## config.mk

```make
export PLATFORM = sky130hd
export DESIGN_NAME = camera_pixel_to_grayscale_flat
export DESIGN_NICKNAME = d
export VERILOG_FILES = /design/src/rtl/core/cpg_pkg.sv /design/src/rtl/core/cpg_if.sv /design/src/rtl/core/cpg_unpack.sv /design/src/rtl/core/cpg_luma.sv /design/src/rtl/core/camera_pixel_to_grayscale.sv /design/src/flat_wrapper.sv
export SDC_FILE = /design/constraint.sdc
export NUM_CORES = 1
export LEC_CHECK = 0
export BUFFER_PORTS_ARGS = -buffer_cell sky130_fd_sc_hd__buf_2
export CAP_MARGIN = 25
export CORE_MARGIN = 5
export CORE_UTILIZATION = 55
export CTS_BUF_LIST = sky130_fd_sc_hd__clkbuf_4
export DETAILED_ROUTE_END_ITERATION = 10
export GPL_ROUTABILITY_DRIVEN = 0
export GPL_TIMING_DRIVEN = 0
export PLACE_DENSITY = 0.78
export RECOVER_POWER = 25
export SYNTH_ARGS = -nofsm -noshare
export SYNTH_HDL_FRONTEND = slang
export SYNTH_SLANG_ARGS = --single-unit
```

## constraint.sdc

```tcl
create_clock -name clk -period 5.6 [get_ports clk]
set_clock_uncertainty 0.15 [all_clocks]
set_input_delay 1.12 -clock clk [delete_from_list [all_inputs] [get_ports clk]]
set_output_delay 1.12 -clock clk [all_outputs]
set_load 0.01 [all_outputs]
```

## src/rtl/core/cpg_pkg.sv

```systemverilog
// ----------------------------------------------------------------------------
// cpg_pkg: shared types and constants for the pixel to grayscale converter
// Widths, pixel format codes and the channel bundle between unpack and luma.
// ----------------------------------------------------------------------------
package cpg_pkg;

  localparam int PIXEL_W = 24;
  localparam int GRAY_W  = 8;
  localparam int FMT_W   = 3;

  typedef enum logic [FMT_W-1:0] {
    FMT_RGB565 = 3'd0,
    FMT_YUV422 = 3'd1,
    FMT_YUV420 = 3'd2,
    FMT_GRAY   = 3'd3,
    FMT_RGB888 = 3'd4,
    FMT_RGB444 = 3'd5,
    FMT_RGB555 = 3'd6
  } pix_fmt_t;

  typedef enum logic [1:0] {
    LUMA_RGB    = 2'd0,
    LUMA_BYPASS = 2'd1,
    LUMA_ZERO   = 2'd2
  } luma_mode_t;

  typedef struct packed {
    luma_mode_t        mode;
    logic [GRAY_W-1:0] r;
    logic [GRAY_W-1:0] g;
    logic [GRAY_W-1:0] b;
    logic [GRAY_W-1:0] y;
  } chan_t;

endpackage

```

## src/rtl/core/cpg_if.sv

```systemverilog
// ----------------------------------------------------------------------------
// cpg_if: stream channels of the pixel to grayscale converter
// Pixel input channel and gray result channel, valid/ready handshake.
// ----------------------------------------------------------------------------
interface cpg_pix_if
  import cpg_pkg::*;
();
  logic               valid;
  logic               ready;
  logic [PIXEL_W-1:0] pixel_bits;
  logic               frame_end;

  modport source (output valid, output pixel_bits, output frame_end, input ready);
  modport sink   (input valid, input pixel_bits, input frame_end, output ready);
endinterface

interface cpg_gray_if
  import cpg_pkg::*;
();
  logic              valid;
  logic              ready;
  logic [GRAY_W-1:0] gray_value;
  logic              frame_end_out;

  modport source (output valid, output gray_value, output frame_end_out, input ready);
  modport sink   (input valid, input gray_value, input frame_end_out, output ready);
endinterface

```

## src/rtl/core/cpg_unpack.sv

```systemverilog
// ----------------------------------------------------------------------------
// cpg_unpack: pixel byte unpacking
// Picks the channels out of the raw bytes per format and widens them to 8 bits.
// ----------------------------------------------------------------------------
module cpg_unpack
  import cpg_pkg::*;
(
  input  pix_fmt_t           fmt,
  input  logic [PIXEL_W-1:0] pixel_bits,
  output chan_t              chan
);

  logic [7:0]  b0, b1, b2;
  logic [15:0] sw;
  logic [15:0] le;

  assign b0 = pixel_bits[7:0];
  assign b1 = pixel_bits[15:8];
  assign b2 = pixel_bits[23:16];
  assign sw = {b0, b1};   // RGB565 and RGB555 arrive big-endian
  assign le = {b1, b0};

  always_comb begin
    chan.mode = LUMA_RGB;
    chan.r    = '0;
    chan.g    = '0;
    chan.b    = '0;
    chan.y    = b0;
    case (fmt)
      FMT_RGB565: begin
        chan.r = {sw[15:11], sw[15:13]};
        chan.g = {sw[10:5], sw[10:9]};
        chan.b = {sw[4:0], sw[4:2]};
      end
      FMT_RGB555: begin
        chan.r = {sw[14:10], sw[14:12]};
        chan.g = {sw[9:5], sw[9:7]};
        chan.b = {sw[4:0], sw[4:2]};
      end
      FMT_RGB444: begin
        // nibble * 0x11
        chan.r = {le[3:0], le[3:0]};
        chan.g = {le[15:12], le[15:12]};
        chan.b = {le[11:8], le[11:8]};
      end
      FMT_RGB888: begin
        chan.r = b0;
        chan.g = b1;
        chan.b = b2;
      end
      FMT_YUV422, FMT_YUV420, FMT_GRAY: begin
        chan.mode = LUMA_BYPASS;
      end
      default: begin
        chan.mode = LUMA_ZERO;
      end
    endcase
  end

endmodule

```

## src/rtl/core/cpg_luma.sv

```systemverilog
// ----------------------------------------------------------------------------
// cpg_luma: luma weighting
// gray = (2r + 5g + b) >> 3, or the Y byte, or zero for an unknown format.
// ----------------------------------------------------------------------------
module cpg_luma
  import cpg_pkg::*;
(
  input  chan_t             chan,
  output logic [GRAY_W-1:0] gray
);

  // max 2040, fits 11 bits
  logic [GRAY_W+2:0] sum;

  assign sum = {2'b00, chan.r, 1'b0} + {1'b0, chan.g, 2'b00}
             + {3'b000, chan.g} + {3'b000, chan.b};

  always_comb begin
    case (chan.mode)
      LUMA_RGB:    gray = sum[GRAY_W+2:3];
      LUMA_BYPASS: gray = chan.y;
      default:     gray = '0;
    endcase
  end

endmodule

```

## src/rtl/core/camera_pixel_to_grayscale.sv

```systemverilog
// ----------------------------------------------------------------------------
// camera_pixel_to_grayscale: camera pixel to 8-bit gray converter
// Input register, unpack and luma logic, result register.
//
//   channel  | dir | handshake     | word
//   in_pix   | in  | valid/ready   | pixel_bits[23:0], frame_end
//   out_gray | out | valid/ready   | gray_value[7:0], frame_end_out
//   cfg      | in  | cfg_we        | cfg_wdata[2:0] = pixel_format
//
// One word per clock unless out_gray stalls; out valid rises as gray_r loads.
// Throughput is set by the two-entry register pipeline; a stalled output holds
// both stages, and in_pix.ready drops when both are full and out_gray.ready is low.
// Synchronous active-low reset clears the stage valids and pixel_format.
// ----------------------------------------------------------------------------
module camera_pixel_to_grayscale
  import cpg_pkg::*;
(
  input  logic              clk,
  input  logic              rst_n,
  cpg_pix_if.sink           in_pix,
  cpg_gray_if.source        out_gray,
  input  logic              cfg_we,
  input  logic [FMT_W-1:0]  cfg_wdata
);

  pix_fmt_t           fmt_r;
  logic               in_vld_r;
  logic [PIXEL_W-1:0] pix_r;
  logic               fe_r;
  logic               out_vld_r;
  logic [GRAY_W-1:0]  gray_r;
  logic               fe_out_r;

  logic               in_vld_nxt;
  logic               out_vld_nxt;
  logic               in_ld;
  logic               out_ld;
  chan_t              chan;
  logic [GRAY_W-1:0]  gray;

  assign out_ld        = in_vld_r && (!out_vld_r || out_gray.ready);
  assign in_pix.ready  = !in_vld_r || out_ld;
  assign in_ld         = in_pix.valid && in_pix.ready;

  assign in_vld_nxt  = in_ld || (in_vld_r && !out_ld);
  assign out_vld_nxt = out_ld || (out_vld_r && !out_gray.ready);

  always_ff @(posedge clk) begin
    if (!rst_n) begin
      fmt_r     <= FMT_RGB565;
      in_vld_r  <= 1'b0;
      out_vld_r <= 1'b0;
    end else begin
      if (cfg_we) begin
        fmt_r <= pix_fmt_t'(cfg_wdata);
      end
      in_vld_r  <= in_vld_nxt;
      out_vld_r <= out_vld_nxt;
    end
  end

  always_ff @(posedge clk) begin
    if (in_ld) begin
      pix_r <= in_pix.pixel_bits;
      fe_r  <= in_pix.frame_end;
    end
    if (out_ld) begin
      gray_r   <= gray;
      fe_out_r <= fe_r;
    end
  end

  cpg_unpack u_unpack (
    .fmt        (fmt_r),
    .pixel_bits (pix_r),
    .chan       (chan)
  );

  cpg_luma u_luma (
    .chan (chan),
    .gray (gray)
  );

  assign out_gray.valid         = out_vld_r;
  assign out_gray.gray_value    = gray_r;
  assign out_gray.frame_end_out = fe_out_r;

`ifndef SYNTHESIS
  // a full input stage that cannot drain must refuse new words
  a_no_overrun: assert property (@(posedge clk) disable iff (!rst_n)
    (in_vld_r && !out_ld) |-> !in_pix.ready)
    else $error("input stage overrun");

  // result register only fills from a held input word
  a_out_source: assert property (@(posedge clk) disable iff (!rst_n)
    (!out_vld_r ##1 out_vld_r) |-> $past(in_vld_r))
    else $error("result without input word");

  // frame marker moves with its pixel
  a_fe_follow: assert property (@(posedge clk) disable iff (!rst_n)
    out_ld |=> (fe_out_r == $past(fe_r)))
    else $error("frame_end lost between stages");

  // a held input word stays put while blocked
  a_hold: assert property (@(posedge clk) disable iff (!rst_n)
    (in_vld_r && !out_ld) |=> $stable(pix_r))
    else $error("input word changed while stalled");
`endif

endmodule
```

## src/flat_wrapper.sv

```systemverilog
// flat-port wrapper written by rule: the top's interface ports become plain ports
module camera_pixel_to_grayscale_flat import cpg_pkg::*;
  (clk, rst_n, cfg_we, cfg_wdata, in_pix_valid, in_pix_pixel_bits, in_pix_frame_end, in_pix_ready, out_gray_valid, out_gray_gray_value, out_gray_frame_end_out, out_gray_ready);
  cpg_pix_if in_pix_i ();
  cpg_gray_if out_gray_i ();
  input  logic clk;
  input  logic rst_n;
  input  logic cfg_we;
  input  logic [FMT_W-1:0] cfg_wdata;
  input wire logic [$bits(in_pix_i.valid)-1:0] in_pix_valid;
  input wire logic [$bits(in_pix_i.pixel_bits)-1:0] in_pix_pixel_bits;
  input wire logic [$bits(in_pix_i.frame_end)-1:0] in_pix_frame_end;
  output wire logic [$bits(in_pix_i.ready)-1:0] in_pix_ready;
  output wire logic [$bits(out_gray_i.valid)-1:0] out_gray_valid;
  output wire logic [$bits(out_gray_i.gray_value)-1:0] out_gray_gray_value;
  output wire logic [$bits(out_gray_i.frame_end_out)-1:0] out_gray_frame_end_out;
  input wire logic [$bits(out_gray_i.ready)-1:0] out_gray_ready;
  assign in_pix_i.valid = in_pix_valid;
  assign in_pix_i.pixel_bits = in_pix_pixel_bits;
  assign in_pix_i.frame_end = in_pix_frame_end;
  assign in_pix_ready = in_pix_i.ready;
  assign out_gray_valid = out_gray_i.valid;
  assign out_gray_gray_value = out_gray_i.gray_value;
  assign out_gray_frame_end_out = out_gray_i.frame_end_out;
  assign out_gray_i.ready = out_gray_ready;
  camera_pixel_to_grayscale u_core (.clk(clk), .rst_n(rst_n), .in_pix(in_pix_i), .out_gray(out_gray_i), .cfg_we(cfg_we), .cfg_wdata(cfg_wdata));
endmodule
```

# == Yosys cells after proc, flatten, opt, wreduce, memory -nomap -nowiden ==
# Index checks and enable logic that the tools add are counted.
# classes
addsub,3
eq_ne,7
n_mux,3
reduce_logical,16
# ops
op,count
24-bit case mux with 4 select lines,1
11-bit by 8-bit adder with 11-bit output,2
8-bit case mux with 2 select lines,1
9-bit by 10-bit adder with 11-bit output,1
"3-bit == test, second input constant",3
"3-bit by 2-bit == test with 1-bit output, second input constant",2
1-bit logical AND,4
1-bit logical NOT,4
1-bit logical OR,4
2-bit case mux with 2 select lines,1
4-bit OR reduction,1
"3-bit by 1-bit == test with 1-bit output, second input constant",1
3-bit logical NOT,1
3-bit OR reduction,1
"2-bit by 1-bit == test with 1-bit output, second input constant",1
2-bit logical NOT,1
# totals
regBits,39
inputBits,33
out_inout_bits,11

# == Logic depth before layout (Yosys ltp) ==
# Gate-level depths: netlist (run 1).
# logic_depth
ltp_word,6
mapped_depth,18
ltp_nobuf,16

# == Cells and area by module ==
# Synthesis (run 1) repeated with hierarchy kept, for this count alone.
# unflattened
hier_cells,267
area_unflattened_um2,2925.3
# by_module_without_submodules
mod,instances,cells_each,area_each_um2,seq_area_each_um2
camera_pixel_to_grayscale,1,52,1233.7,1121.1
cpg_luma,1,109,863.3,0.0
cpg_unpack,1,106,828.3,0.0

# == Worst setup path before layout (run 1) ==
# OpenSTA, ideal clock, no wires.
# synth_timing
path_kind,register to register
startpoint,register u_core.fmt_r[1]
endpoint,register u_core.gray_r[7] (netlist: u_core.out_gray.gray_value[7]) (data pin)
setup_ps,257
arrival_ps,3949
required_ps,5193
slack_ps,1244
stages_incl_launch_ff,18
path_buffers,2
period_less_slack_ps,4356
cell_sequence,dfxtp_1 -> buf_4 -> nor2b_1 -> clkbuf_1 -> a22oi_1 -> nor2_1 -> a21oi_1 -> fa_1 -> fa_1 -> nor2_1 -> nand3_1 -> fa_1 -> nor2b_1 -> o21ai_1 -> a21boi_1 -> o211a_1 -> o21ai_0 -> a32o_1
# synth_via
elab_chain_cells,6
elab_cells_between_ends,17
# synth_rtl
item,line,rtl
"start, declared",camera_pixel_to_grayscale.sv:26,pix_fmt_t fmt_r;
"start signal, assigned",camera_pixel_to_grayscale.sv:55,fmt_r <= pix_fmt_t'(cfg_wdata);
3-bit == test / 3-bit logical NOT (equally long branches),cpg_unpack.sv:29,case (fmt)
24-bit case mux with 4 select lines,cpg_unpack.sv:29,
9-bit by 10-bit adder with 11-bit output,cpg_luma.sv:15,"assign sum = {2'b00, chan.r, 1'b0} + {1'b0, chan.g, 2'b00}"
11-bit by 8-bit adder with 11-bit output (2 in series),cpg_luma.sv:16,"+ {3'b000, chan.g} + {3'b000, chan.b};"
8-bit case mux with 2 select lines *,cpg_luma.sv:19,case (chan.mode)
net u_core.gray[7],camera_pixel_to_grayscale.sv:39,logic [GRAY_W-1:0] gray;
"end signal, assigned",camera_pixel_to_grayscale.sv:68,gray_r <= gray;
"end, declared",camera_pixel_to_grayscale.sv:31,logic [GRAY_W-1:0] gray_r;
# The timed path passes the listed nets; every way through them passes the cells marked *.
# A chain may end at the register's enable or synchronous reset.

# == Worst setup path in the final report (run 1) ==
# Ends and elaborated chain as after synthesis.

==> results.md, run 1 <==
* Kind of cell adding the most delay to the critical path: adder cells
* Async set-reset flop share out of synthesis at 0
* Slew Viols, Final at 0
* Critical Path Stages at 17
* Min Tclk post-route at 5110 ps
* Pre-antenna DRT Iters at 6
* DR WL met2 at between 2000 and 3000 um
* Clk sinks at 39
* Design Area, Final at 3130 um^2
* CP endpoint kind: register
* Initial core utilization at 0.573
* Setup crit start kind: register
* Yosys reg bits at 39
* Slew HR at 0.463
* Setup Fix Bufs, Post-CTS at 0
* Synthesized area at between 2000 and 3000 um^2
* Initial DRC Count at 181
* Status: completed
* # Max-Cap Violations at 0
* Hold path cells at 0
* Cells on worst reg2reg path at 17
* WL per Instance at approximately 16 um
* Number of synthesized flops with an enable pin at 34
* Count leader, synth: edfxtp_1
* DIE AREA at 6460 um^2
* Worst-path cell chain: buf_4 > nor2b_1 > clkbuf_1 > a22oi_1 > nor2_1 > a21oi_1 > fa_1 > fa_1 > nor2_1 > nand3_1 > fa_1 > nor2b_1 > o21ai_1 > a21boi_1 > o211a_1 > o21ai_0 > a32o_1
* Ant diodes at 0
* Synth top area share at 0.374
* Setup tns final at 0 ps
* Initial antenna violation count at 0
* Required @ worst endpoint at 5580 ps
* Root buffer cell: clkbuf_4
* CTS H-tree lvls at 2
* Vias in the first global route at 2143
* Power density over cell area at around 340 nW/um^2
* Post-route setup slack at ~490 ps
* Clk_lat worst skew at ~360 ps
* Post-DP HPWL at about 4600 um
* Layout cells sized above 1 at 0.201
* Vias per cell at ~5.7
* FF/Latch Area at ~1100 um^2
* Synth warnings at 0
* Unrepaired setup endpoints after global routing: no
* Ports at 44
* Antenna viol nets, final at 0
* Leak at 1.34 nW
* Arrival @ worst endpoint at between 5000 and 6000 ps
* Slew at the pin closest to its max-slew limit at 804 ps
* Overall routing resource usage at 0.204
* Most common cell on crit path: fa_1
* Total grt overflow at 0
* Fmax achieved at 0.196 GHz
* Placed Area at about 3000 um^2
* Final hold vios at 0
* Yosys top cell by area: edfxtp_1
* CTS Buffer Depth at 2
* First-pass GRT wire length at just under 10000 um
* Post-Synthesis Mean Instance Area at approximately 10 um^2
* TritonCTS buffer count at 5
* Ys flop type: edfxtp_1
* Via count at 2182
* Rows at 25
* CTS clk-pin slew, worst paths at 110 ps
* Largest net degree at the start of global routing at 25
* Worst Hold Class: register to register
* Area grow syn2layout at 14.8%
* Ranking of synthesized cells by area: edfxtp_1 37%, fa_1 10%, ha_1 4.6%
* Drt total wl at between 5000 and 6000 um
* Tot Pwr at around 1.0 mW
* Worst-path maximum fanout at 10
* DRC Markers at 0
* WS Path Type: register to register
* Post-synth cell types at 45
* IO Port Bufs at 43
* NumNets Final at 370
* CTS tree: built
* Chip Height at around 80 um
* Post-synthesis sequential area ratio at 0.411
* Max layer used: met4
* Peak VDD IR at 0.158 mV
* Endpoints failing setup at 0
* Die width at 80.4 um
* Worst path slowest cell: dfxtp_1
* # fillers at slightly below 400
* Wl on met1 at about 2300 um
* CTS resizes at 0
* Fin crit share at 0.913
* Worst path bufs/invs at 2
* Wire length on met3 at approximately 540 um
* Core footprint at 4750 um^2
* CP peak stage delay at around 480 ps
* Pre-CTS setup slack at approximately 570 ps
* Hold buffers post-CTS at 0
* Multi-input gate area at approximately 1400 um^2
* Post-synthesis net count at 319
* Synth top cells by count: 34 x edfxtp_1, 33 x inv_1, 23 x a21oi_1
* Synth Instances at 262
[sequential cells by signal (all words and copies together), names as in the netlist]
signal	count
u_core.in_vld_r	1
u_core.pix_r	24
u_core.out_gray.valid	1
u_core.fmt_r	3
u_core.fe_r	1
u_core.out_gray.gray_value	8
u_core.out_gray.frame_end_out	1
[layer usage]
metal,up-vias,GRT usage
met5,-,0
met4,0,0.0980
met3,23,0.0572
met2,118,0.335
met1,1002,0.245
li1,1039,-
[cell type report]
cell class / instances / share of cell area
Buffer: 10 / 0.0164
Clock buffer: 5 / 0.0120
Clock inverter: 3 / 0.0124
Inverter: 33 / 0.0396
Multi-Input combinational cell: 180 / 0.457
Sequential cell: 39 / 0.358
Tap cell: 67 / 0.0268
Timing Repair Buffer: 44 / 0.0776
[report_power, final]
group          internal, mW  switching [mW]  leakage [nW]
Combinational         0.223           0.269         0.932
Sequential            0.359          0.0146         0.370
Clock                0.0917          0.0921        0.0426
[cells by family (layout without fill, tap and decap cells)]
| group | count (synthesis) | in the layout | share of synthesized area |
|---|---|---|---|
| AO/OA/AOI/OAI | 75 | 75 | 0.195 |
| XOR/XNOR | 3 | 3 | 0.00964 |
| adder cells (fa/ha/maj) | 24 | 24 | 0.149 |
| buffers and inverters | 43 | 95 | 0.0643 |
| flip-flops | 39 | 39 | 0.411 |
| multiplexers | 11 | 11 | 0.0408 |
| AND/OR/NAND/NOR | 67 | 67 | 0.131 |
[through the flow]
step | hold WS [ps] | instances | utilization
2_1_floorplan | 250 | 262 | -
6_report | 303 | 381 | 0.658
5_1_grt | 322 | 381 | 0.658
3_3_place_gp | 253 | 372 | 0.636
3_5_place_dp | 290 | 373 | 0.642
4_1_cts | 317 | 381 | 0.658
[layout by cell type, fill, tap and decap left out, types with 2 or more instances in the layout]
master,n
nor2b_1,16
and2_1,2
nand4b_1,2
ha_1,10
a21o_1,3
a22oi_1,11
a32o_1,2
nand3_1,2
buf_2,45
or3_1,4
a22o_1,8
mux2i_1,10
o21a_1,3
nor2_1,18
o21ai_0,15
a21oi_1,23
nand2_1,13
clkbuf_4,5
dfxtp_1,5
edfxtp_1,34
nor3_1,4
clkbuf_1,5
fa_1,14
xnor2_1,2
inv_1,33
[final timing paths]
path | startpoint | end | slack, ps
worst max-delay path | u_core.fmt_r[1]$_SDFFE_PN0P_ | u_core.out_gray.gray_value[7]$_DFFE_PP_ | 490
worst min-delay path | u_core.fe_r$_DFFE_PP_ | u_core.out_gray.frame_end_out$_DFFE_PP_ | 300
worst max register to register | u_core.fmt_r[1]$_SDFFE_PN0P_ | u_core.out_gray.gray_value[7]$_DFFE_PP_ | 490
worst min register to register | u_core.fe_r$_DFFE_PP_ | u_core.out_gray.frame_end_out$_DFFE_PP_ | 300
Power figures use the tool's default switching activity.
==> inputs of run 2 (changes only) <==
--- a/config.mk
+++ b/config.mk
@@ -15,6 +15,7 @@
 export GPL_TIMING_DRIVEN = 0
 export PLACE_DENSITY = 0.78
 export RECOVER_POWER = 25
+export REMOVE_ABC_BUFFERS = 1
 export SYNTH_ARGS = -nofsm -noshare
 export SYNTH_HDL_FRONTEND = slang
 export SYNTH_SLANG_ARGS = --single-unit
==> run 2 against run 1 <==
Worst hold slack worse by 17 ps. Global-route usage down 1.4 points. Combinational power down 2%. Worst setup slack worse by 39 ps. Via count down 3.7%. Cell count down 2.4%. First-iteration DRC count down 17%. Sequential cell count unchanged. Final area down 0.44%. Largest power group unchanged.
==> results.md, run 2 (synthesis results as in run 1) <==
* Status: completed
* Post-route setup slack at around 450 ps
* Chip Height at 80.4 um
* FF-to-FF setup slack at around 450 ps
* DRC Markers at 0
* TritonCTS buffer count at 5
* CP endpoint kind: register
* Vias per cell at around 5.7
* Fin crit share at 0.920
* Biggest register: u_core.pix_r
* Initial DRC Count at 150
* WS Path Type: register to register
* IO Port Bufs at 43
* Most frequent cells in the layout: 43 x buf_2, 34 x edfxtp_1, 33 x inv_1
* Sw Ratio at 0.354
* Root buffer cell: clkbuf_4
* CTS clk-pin slew, worst paths at around 110 ps
* CTS tree: built
* Drt total wl at between 5000 and 6000 um
* Power density over cell area at 338 nW/um^2
* Arrival @ worst endpoint at 5130 ps
* Die width at between 80 and 90 um
* Endpoints failing setup at 0
* Clk_lat worst skew at 350 ps
* Slew Viols, Final at 0
* Min-delay src: u_core.fe_r$_DFFE_PP_
* Vias in the first global route at 2010
* Most common cell on crit path: inv_1
* # fillers at approximately 400
* Post-DP HPWL at roughly 4000 um
* Via count at 2102
* Kind of cell adding the most delay to the critical path: adder cells
* Peak VDD IR at around 0.18 mV
* Overall routing resource usage at 0.189
* Area grow syn2layout at 14.3%
* Largest register FFs at 24
* Worst path slowest cell: dfxtp_1
* First-pass GRT wire length at about 9400 um
* Commonest non-fill, non-tap cell in the layout: buf_2
* R2R Path End: u_core.out_gray.gray_value[7]$_DFFE_PP_
* Antenna viol nets, final at 0
* Unrepaired setup endpoints after global routing: no
* WHS at 285 ps
* Worst-path cell chain: nor2b_2 > nand2_1 > o21ai_0 > a22oi_1 > inv_1 > fa_1 > inv_1 > fa_1 > inv_1 > ha_1 > nor2b_1 > o21ai_1 > a21boi_1 > o211a_1 > or3_1 > a32o_1
* Pre-antenna DRT Iters at 4
* Fmax achieved at between 0.15 and 0.2 GHz
* Hold path cells at 0
* CTS Buffer Depth at 2
* Hold EP: u_core.out_gray.frame_end_out$_DFFE_PP_
* Slew at the pin closest to its max-slew limit at about 1000 ps
* Cells on worst reg2reg path at 16
* Leak at between 1 and 1.5 nW
* R2R Path Start: u_core.fmt_r[0]$_SDFFE_PN0P_
* Initial antenna violation count at 0
* Setup Fix Bufs, Post-CTS at 0
* Hold buffers post-CTS at 0
* Total grt overflow at 0
* Setup crit start kind: register
* CP peak stage delay at around 1000 ps
* Layout cells sized above 1 at 0.207
* Final hold vios at 0
* NetSw at ~370 uW
* Ant diodes at 0
* Slew HR at 0.324
* Ports at 44
* Worst path bufs/invs at 3
* Worst-path maximum fanout at 27
* Clk sinks at 39
* CTS H-tree lvls at 2
* Min Tclk post-route at 5150 ps
* WL per Instance at 14.8 um
* # Max-Cap Violations at 0
* Required @ worst endpoint at 5570 ps
* Clock share of power at 0.184
* Int Power at 680 uW
* Largest net degree at the start of global routing at 28
* NumNets Final at roughly 360
* DIE AREA at roughly 6500 um^2
* Flop pwr share at 0.360
* CTS resizes at 0
* Pre-CTS setup slack at 366 ps
* Rows at 25
* Comb power frac at 0.456
* Core footprint at between 4000 and 5000 um^2
* Setup tns final at 0 ps
* Initial core utilization at 0.573
* Worst Hold Class: register to register
## run 2: power by group through the flow
stage | Clock, mW | Combinational, mW | Sequential (mW)
6_report | 0.194 | 0.481 | 0.379
5_1_grt | 0.216 | 0.539 | 0.382
4_1_cts | 0.202 | 0.476 | 0.379
3_5_place_dp | 0 | 0.470 | 0.385
3_3_place_gp | 0 | 0.449 | 0.387
2_1_floorplan | 0 | 0.360 | 0.390
## run 2: worst max-delay path by stage
stage | startpoint | end | slack, ps | cells after the start
after global placement | u_core.fmt_r[1]$_SDFFE_PN0P_ | u_core.out_gray.gray_value[7]$_DFFE_PP_ | 90 | 15
final | u_core.fmt_r[0]$_SDFFE_PN0P_ | u_core.out_gray.gray_value[7]$_DFFE_PP_ | 450 | 16
after floorplan | u_core.fmt_r[1]$_SDFFE_PN0P_ | u_core.out_gray.gray_value[7]$_DFFE_PP_ | 750 | 15
after detailed placement | u_core.fmt_r[1]$_SDFFE_PN0P_ | u_core.out_gray.gray_value[7]$_DFFE_PP_ | 370 | 16
after global routing | u_core.fmt_r[0]$_SDFFE_PN0P_ | u_core.out_gray.gray_value[7]$_DFFE_PP_ | 130 | 16
after CTS | u_core.fmt_r[1]$_SDFFE_PN0P_ | u_core.out_gray.gray_value[7]$_DFFE_PP_ | 270 | 16
## run 2: metrics by stage
step                      total power, mW   util  cells  instance area, um^2
after global placement              0.836  0.626    362                 2970
after CTS                            1.06  0.649    371                 3080
after floorplan                     0.750      -    252                 2680
final                                1.05  0.655    372                 3120
after global routing                 1.14  0.655    372                 3120
after detailed placement            0.856  0.631    363                 3000
## run 2: area by class of cell
class                   instances  area, um^2  area share
inverters                      33         124      0.0398
flip-flops and latches         39        1120       0.360
repair buffers                 45         270      0.0867
multi-input cells             180        1430       0.460
well taps                      67        83.8      0.0269
clock buffers                   6        45.0      0.0145
clock inverters                 2        37.5      0.0120
## run 2: layer usage
metal	track usage	share of wire	up-vias
met5	0	0	-
met4	0.0676	0.017	0
met3	0.0448	0.074	9
met2	0.305	0.48	92
met1	0.248	0.42	979
li1	-	-	1022
